$ cat config.mk
export PLATFORM = sky130hd
export DESIGN_NAME = atp_fma
export DESIGN_NICKNAME = d
export VERILOG_FILES = /design/src/rtl/atp_pkg.sv /design/src/rtl/atp_fma.sv
export SDC_FILE = /design/constraint.sdc
export NUM_CORES = 2
export LEC_CHECK = 0
export BUFFER_PORTS_ARGS = -buffer_cell sky130_fd_sc_hd__clkbuf_2
export CAP_MARGIN = 5
export CORE_MARGIN = 2
export CORE_UTILIZATION = 55
export DETAILED_ROUTE_END_ITERATION = 6
export PLACE_DENSITY = 0.72
export SYNTH_ARGS = -nofsm -noshare
export SYNTH_HDL_FRONTEND = slang
export SYNTH_SLANG_ARGS = --single-unit
$ cat constraint.sdc
create_clock -name clk -period 8.36 [get_ports clk]
set_input_delay 2.09 -clock clk [delete_from_list [all_inputs] [get_ports clk]]
set_output_delay 2.09 -clock clk [all_outputs]
set_load 0.01 [all_outputs]
$ cat src/rtl/atp_pkg.sv
// Shared types, constants and helper functions for the atan(x)/pi pipeline.
// No dependencies; used by the interfaces' users, the FMA unit and the top level.
`timescale 1ns / 1ps

package atp_pkg;

  localparam int FMA_LAT    = 9;
  localparam int DIV_STAGES = 13;

  localparam logic [31:0] FP_NEG_ZERO = 32'h8000_0000;
  localparam logic [31:0] FP_HALF     = 32'h3f00_0000;
  localparam logic [31:0] FP_ONE      = 32'h3f80_0000;
  localparam logic [31:0] FP_INF      = 32'h7f80_0000;
  localparam logic [31:0] QUIET_BIT   = 32'h0040_0000;

  // Polynomial coefficients in binary32.
  localparam logic [31:0] K0 = 32'h3ea2_f983;
  localparam logic [31:0] K1 = 32'hbdd9_4baf;
  localparam logic [31:0] K2 = 32'h3d82_4872;
  localparam logic [31:0] K3 = 32'hbd38_6139;
  localparam logic [31:0] K4 = 32'h3d07_77a9;
  localparam logic [31:0] K5 = 32'hbcb5_5ddd;
  localparam logic [31:0] K6 = 32'h3c3c_0ab8;
  localparam logic [31:0] K7 = 32'hbb78_5a03;
  localparam logic [31:0] K8 = 32'h3a15_73ff;

  typedef struct packed {
    logic               sign;
    logic               zero;
    logic signed [11:0] expo;
    logic [23:0]        mant;
  } fp_unp_t;

  function automatic logic [4:0] lzc24(logic [23:0] v);
    logic [4:0] n;
    n = 5'd24;
    for (int i = 0; i < 24; i++) begin
      if (v[i]) n = 5'(23 - i);
    end
    return n;
  endfunction

  function automatic logic [5:0] lzc52(logic [51:0] v);
    logic [5:0] n;
    n = 6'd52;
    for (int i = 0; i < 52; i++) begin
      if (v[i]) n = 6'(51 - i);
    end
    return n;
  endfunction

  // Subnormals are normalized so that the significand always has its top bit set.
  function automatic fp_unp_t fp_unpack(logic [31:0] f);
    logic [23:0] m;
    logic [4:0]  lz;
    logic [11:0] e_eff;
    fp_unp_t     u;
    m     = {(f[30:23] != 8'd0), f[22:0]};
    lz    = lzc24(m);
    e_eff = (f[30:23] == 8'd0) ? 12'd1 : {4'd0, f[30:23]};
    u.sign = f[31];
    u.zero = (f[30:0] == 31'd0);
    u.mant = m << lz;
    u.expo = signed'(e_eff - {7'd0, lz});
    return u;
  endfunction

  // The exponent field is one less than the biased exponent for normal results,
  // so the hidden bit and a rounding carry both ripple into it.
  function automatic logic [31:0] round_pack(logic sign, logic [7:0] ef, logic [23:0] m,
                                             logic g, logic s);
    logic [24:0] mr;
    logic [30:0] mag;
    mr  = {1'b0, m} + {24'd0, g & (s | m[0])};
    mag = {ef, 23'd0} + {6'd0, mr};
    return {sign, mag};
  endfunction

endpackage

$ cat src/rtl/atp_fma.sv
// Pipelined binary32 fused multiply-add for finite operands, one rounding.
// Depends on atp_pkg; the pipeline advances only on enabled clocks.
`timescale 1ns / 1ps

module atp_fma import atp_pkg::*; (
  input  logic        clk,
  input  logic        en,
  input  logic [31:0] a,
  input  logic [31:0] b,
  input  logic [31:0] c,
  output logic [31:0] r
);

  typedef struct packed {
    logic        pz;
    logic        cz;
    logic        sp;
    logic        sc;
    logic [31:0] c;
  } fma_side_t;

  // stage 1: unpacked operands
  fp_unp_t s1_a_r, s1_b_r, s1_c_r;
  logic [31:0] s1_craw_r;
  // stage 2: product
  fma_side_t s2_side_r;
  logic [47:0] s2_prod_r;
  logic signed [11:0] s2_ep_r, s2_ec_r;
  logic [23:0] s2_cm_r;
  // stage 3: aligned operands
  fma_side_t s3_side_r;
  logic [50:0] s3_xw_r, s3_yal_r;
  logic signed [11:0] s3_ex_r;
  logic s3_sx_r, s3_sub_r;
  // stage 4: raw sum
  fma_side_t s4_side_r;
  logic [52:0] s4_sum_r;
  logic signed [11:0] s4_ex_r;
  logic s4_sx_r;
  // stage 5: magnitude
  fma_side_t s5_side_r;
  logic [51:0] s5_mag_r;
  logic signed [11:0] s5_ex_r;
  logic s5_rs_r;
  // stage 6: leading zero count
  fma_side_t s6_side_r;
  logic [51:0] s6_mag_r;
  logic [5:0] s6_lz_r;
  logic signed [11:0] s6_ex_r;
  logic s6_rs_r, s6_zero_r;
  // stage 7: normalized
  fma_side_t s7_side_r;
  logic [51:0] s7_sn_r;
  logic signed [11:0] s7_eb_r;
  logic s7_rs_r, s7_zero_r;
  // stage 8: denormalized and split for rounding
  fma_side_t s8_side_r;
  logic [23:0] s8_m_r;
  logic [7:0] s8_ef_r;
  logic s8_g_r, s8_s_r, s8_rs_r, s8_zero_r;
  // stage 9: packed result
  logic [31:0] s9_r_r;

  fma_side_t side1;
  logic [47:0] xm, ym;
  logic signed [11:0] ex, ey, diff, rsh12;
  logic sx, sy;
  logic [5:0] sh, rsh;
  logic [114:0] yshift;
  logic [50:0] yal;
  logic [115:0] dshift;
  logic [51:0] sd;
  logic dst;
  logic [7:0] ef;
  logic [31:0] r_nxt;

  always_comb begin
    side1.pz = s1_a_r.zero | s1_b_r.zero;
    side1.cz = s1_c_r.zero;
    side1.sp = s1_a_r.sign ^ s1_b_r.sign;
    side1.sc = s1_c_r.sign;
    side1.c  = s1_craw_r;
  end

  // Larger exponent goes first; a zero addend never needs a shift.
  always_comb begin
    if (s2_side_r.cz || (s2_ep_r >= s2_ec_r)) begin
      xm = s2_prod_r;
      ex = s2_ep_r;
      sx = s2_side_r.sp;
      ym = s2_side_r.cz ? 48'd0 : {s2_cm_r, 24'd0};
      ey = s2_ec_r;
      sy = s2_side_r.sc;
    end else begin
      xm = {s2_cm_r, 24'd0};
      ex = s2_ec_r;
      sx = s2_side_r.sc;
      ym = s2_prod_r;
      ey = s2_ep_r;
      sy = s2_side_r.sp;
    end
    diff = ex - ey;
    if (s2_side_r.cz) begin
      sh = 6'd0;
    end else if (diff > 12'sd63) begin
      sh = 6'd63;
    end else begin
      sh = diff[5:0];
    end
    yshift = {ym, 3'b000, 64'd0} >> sh;
    yal    = {yshift[114:65], yshift[64] | (|yshift[63:0])};
  end

  // Results below the normal range shift right to the subnormal grid.
  always_comb begin
    rsh12 = 12'sd1 - s7_eb_r;
    if (rsh12 > 12'sd63) begin
      rsh = 6'd63;
    end else begin
      rsh = rsh12[5:0];
    end
    if (s7_eb_r < 12'sd1) begin
      dshift = {s7_sn_r, 64'd0} >> rsh;
      sd     = dshift[115:64];
      dst    = |dshift[63:0];
      ef     = 8'd0;
    end else begin
      dshift = '0;
      sd     = s7_sn_r;
      dst    = 1'b0;
      ef     = 8'(s7_eb_r - 12'sd1);
    end
  end

  always_comb begin
    if (s8_side_r.pz && s8_side_r.cz) begin
      r_nxt = {s8_side_r.sp & s8_side_r.sc, 31'd0};
    end else if (s8_side_r.pz) begin
      r_nxt = s8_side_r.c;
    end else if (s8_zero_r) begin
      r_nxt = 32'd0;
    end else begin
      r_nxt = round_pack(s8_rs_r, s8_ef_r, s8_m_r, s8_g_r, s8_s_r);
    end
  end

  always_ff @(posedge clk) begin
    if (en) begin
      s1_a_r    <= fp_unpack(a);
      s1_b_r    <= fp_unpack(b);
      s1_c_r    <= fp_unpack(c);
      s1_craw_r <= c;

      s2_side_r <= side1;
      s2_prod_r <= s1_a_r.mant * s1_b_r.mant;
      s2_ep_r   <= s1_a_r.expo + s1_b_r.expo - 12'sd300;
      s2_ec_r   <= s1_c_r.expo - 12'sd174;
      s2_cm_r   <= s1_c_r.mant;

      s3_side_r <= s2_side_r;
      s3_xw_r   <= {xm, 3'b000};
      s3_yal_r  <= yal;
      s3_ex_r   <= ex;
      s3_sx_r   <= sx;
      s3_sub_r  <= sx ^ sy;

      s4_side_r <= s3_side_r;
      s4_sum_r  <= s3_sub_r ? ({2'b00, s3_xw_r} - {2'b00, s3_yal_r})
                            : ({2'b00, s3_xw_r} + {2'b00, s3_yal_r});
      s4_ex_r   <= s3_ex_r;
      s4_sx_r   <= s3_sx_r;

      s5_side_r <= s4_side_r;
      s5_mag_r  <= s4_sum_r[52] ? (~s4_sum_r[51:0] + 52'd1) : s4_sum_r[51:0];
      s5_ex_r   <= s4_ex_r;
      s5_rs_r   <= s4_sx_r ^ s4_sum_r[52];

      s6_side_r <= s5_side_r;
      s6_mag_r  <= s5_mag_r;
      s6_lz_r   <= lzc52(s5_mag_r);
      s6_ex_r   <= s5_ex_r;
      s6_rs_r   <= s5_rs_r;
      s6_zero_r <= (s5_mag_r == 52'd0);

      s7_side_r <= s6_side_r;
      s7_sn_r   <= s6_mag_r << s6_lz_r;
      s7_eb_r   <= s6_ex_r + 12'sd175 - signed'({6'd0, s6_lz_r});
      s7_rs_r   <= s6_rs_r;
      s7_zero_r <= s6_zero_r;

      s8_side_r <= s7_side_r;
      s8_m_r    <= sd[51:28];
      s8_g_r    <= sd[27];
      s8_s_r    <= (|sd[26:0]) | dst;
      s8_ef_r   <= ef;
      s8_rs_r   <= s7_rs_r;
      s8_zero_r <= s7_zero_r;

      s9_r_r    <= r_nxt;
    end
  end

  assign r = s9_r_r;

endmodule

==> flow_metrics.py <==
metrics = {
    "layout": {
        "finish.instance_area_mm2": 0.0754,
        "nets": 7547,
        "final_common_cell": "edfxtp_1",
        "drive_above_1_share_pct": 8.56,
        "synthToLayoutAreaGrowth_pct": 9.12,
        "mostFrequentLayoutCells": "927 x edfxtp_1, 836 x nand2_1, 697 x inv_1, 485 x fa_1, 451 x nor2_1",
    },
    "timing": {
        "max_freq_ghz": 0.125,
        "min_period_over_period_pct": 96.0,
        "final-setup-viol-count": 0,
        "rsz0062_at_grt": "no",
        "fin_tns_setup_ps": 0,
        "max_slew_margin_pct": 21.5,
        "finalClockSkew_ps": 48.1,
        "maxSlewViolCount": 0,
        "worst_slew_pin_slew_ps": 1170,
        "hold_viol_final": 0,
        "period_needed_ps": 8020,
        "fin_hold_ws_ps": 395,
    },
    "detailed_routing": {
        "wire_per_inst_um": 21.5,
        "vias": 49038,
        "viasPerCell": 5.86,
        "drtIter0Drc": 4173,
        "wl_met3_um": 10300,
        "wl_met1_um": 72700,
        "drtPass1Iterations": 6,
        "dr_wl_met2_um": 86400,
        "ant_nets": 0,
        "drc": 0,
        "drt-total-wl_um": 180000,
        "top_layer_used": "met5",
    },
    "floorplanning": {
        "rows": 130,
        "die_y_um": 359,
        "core_mm2": 0.125,
        "fp.dieArea_mm2": 0.129,
        "boundaryPins": 130,
        "die_w_um": 359,
        "start_util_pct": 55.2,
    },
    "yosys": {
        "syn_area_per_cell_um2": 10.5,
        "ys_warn_count": 0,
        "synth_ff_type": "edfxtp_1",
        "synth_top_area_share_pct": 40.3,
        "synth_edf_count": 927,
        "yosysSeqAreaShare_pct": 40.3,
        "synth.area.top_cells": "edfxtp_1 40%, fa_1 14%, ha_1 6.1%",
        "yosys_register_bits": 927,
        "netlist_instances": 6557,
        "async_flop_share_pct": 0,
        "ys_types": 93,
        "synth_area_leader_cell": "edfxtp_1",
        "synth_area_mm2": 0.0691,
    },
    "worst_setup_path": {
        "worstPathArrival_ps": 8460,
        "setup.worst_path.start_class": "register",
        "crit_required_ps": 8800,
        "path_class": "reg -> reg",
        "worstSetupEndpointType": "register",
        "rr_startpoint": "s2_ep_r[7]",
        "path_max_fanout": 14,
        "cp-startpoint": "s2_ep_r[7]",
        "reg2regPathDepth": 23,
    },
    "clock_tree": {
        "cts_tree": "built",
        "cts.sinks": 927,
        "insertion_delay_ps": 750,
        "root_buffer": "clkbuf_16",
        "clkTransAtPathRegs_ps": 60,
        "cts_buffers": 98,
        "cts_buffer_depth": 3,
        "htreeDepth": 3,
    },
    "global_route": {
        "grt_max_degree": 187,
        "overflow": 0,
        "antenna_found_initial": 3,
        "grt_pass1_wl_um": 280000,
        "grt_usage_pct": 28.2,
        "grt_pass1_vias": 49402,
    },
    "min_path": {
        "whs_path_depth": 0,
        "hp-start": "s5_side_r[0]",
        "min_path_type": "reg -> reg",
    },
    "placement": {
        "gp_congestion": 1.04,
        "portBuffers": 129,
        "dpl.hpwl_um": 140000,
        "placed_area_mm2": 0.0719,
    },
    "run": {
        "cap_violations": 0,
    },
    "status": {
        "outcome": "completed",
    },
}
[Yosys cell counts (all sizes together) (52+ instances only)]
cell and n:
a21o 56, xor2 61, nand2 837, inv 697, mux2i 375, o31ai 52
nor2 456, xnor2 167, o21bai 63, buf 61, fa 485, edfxtp 927
o22ai 64, ha 337, o21ai 215, nand3 69, and2 282, a21oi 298
nor3 93, a31oi 54, clkbuf 257
[area by class of cell]
type / instances / area [µm²]
antenna: 3 / 7.51
clock buffer: 114 / 2510
clock inverter: 68 / 870
fill: 10307 / 49800
inverter: 700 / 2630
multi-input combinational: 4614 / 37500
sequential: 927 / 27800
tap: 1650 / 2060
timing repair buffer: 286 / 1970
[registers in the layout (all words and copies together) (netlist names), 48 cells and up]
name	flops
s4_sum_r	53
s5_mag_r	52
s6_mag_r	52
s7_sn_r	52
s3_yal_r	51
s2_prod_r	48
s3_xw_r	48
[per-stage QoR]
stage | worst slack, ps | std cells | util, %
global route | 9.14 | 8361 | 60.2
CTS | 21.6 | 8344 | 60.1
finish | 338 | 8362 | 60.2
detailed placement | 53.8 | 8162 | 57.4
global placement | 54.6 | 8162 | 57.4
floorplan | 626 | 6559 | -
[critical path, stage by stage, from the launching register on]
cell and delay (ps):
edfxtp_1 450, ha_1 460, a211oi_2 330, o211ai_1 160, a211o_1 360, a21oi_4 330, nand2_1 90, o22a_1 180
ha_1 200, or3_4 400, a221o_1 380, a31oi_2 250, mux2i_1 240, and3_1 570, a31o_1 760, mux2i_2 390
nand2_1 90, a2111oi_0 710, a41oi_1 130, a31o_1 290, nor4_2 230, nand4_1 210, nor4_1 360, o211ai_1 150
[worst paths after layout]
kind | end | slack [ps]
worst min-delay path | s6_side_r[0] | 390
worst max register to register | s3_yal_r[0] | 340
worst min register to register | s6_side_r[0] | 390
worst max-delay path | s3_yal_r[0] | 340
[kinds of logic (layout without fill, tap and decap cells)]
| kind of cell | Yosys count | count (layout) | synth area share [%] |
|---|---|---|---|
| xor gates and xnor gates | 228 | 228 | 2.89 |
| DFF | 927 | 927 | 40.3 |
| muxes | 449 | 449 | 7.25 |
| other | 1 | 6 | 0.00543 |
| buffers and inverters | 1018 | 1168 | 5.66 |
| and+or+nand+nor | 2001 | 2001 | 13.3 |
| AOI/OAI and AO/OA | 1111 | 1111 | 10.5 |
| adders and majority gates | 822 | 822 | 20.1 |
[per-layer routing]
metal  GRT usage [%]  vias to the layer above
met5               0                        -
met4            14.3                        2
met3            4.16                      406
met2            47.0                     1653
met1            36.1                    24114
li1                -                    22863
[repair_timing]
action	CTS	global route
endpoints found under the hold margin	0	0
resized for setup	0	16
hold buffers	0	0
setup buffers	0	15
setup endpoints to repair	0	8
Power is not shown: default switching activity piles up to over one toggle a cycle in this logic, so the estimate is an artifact.
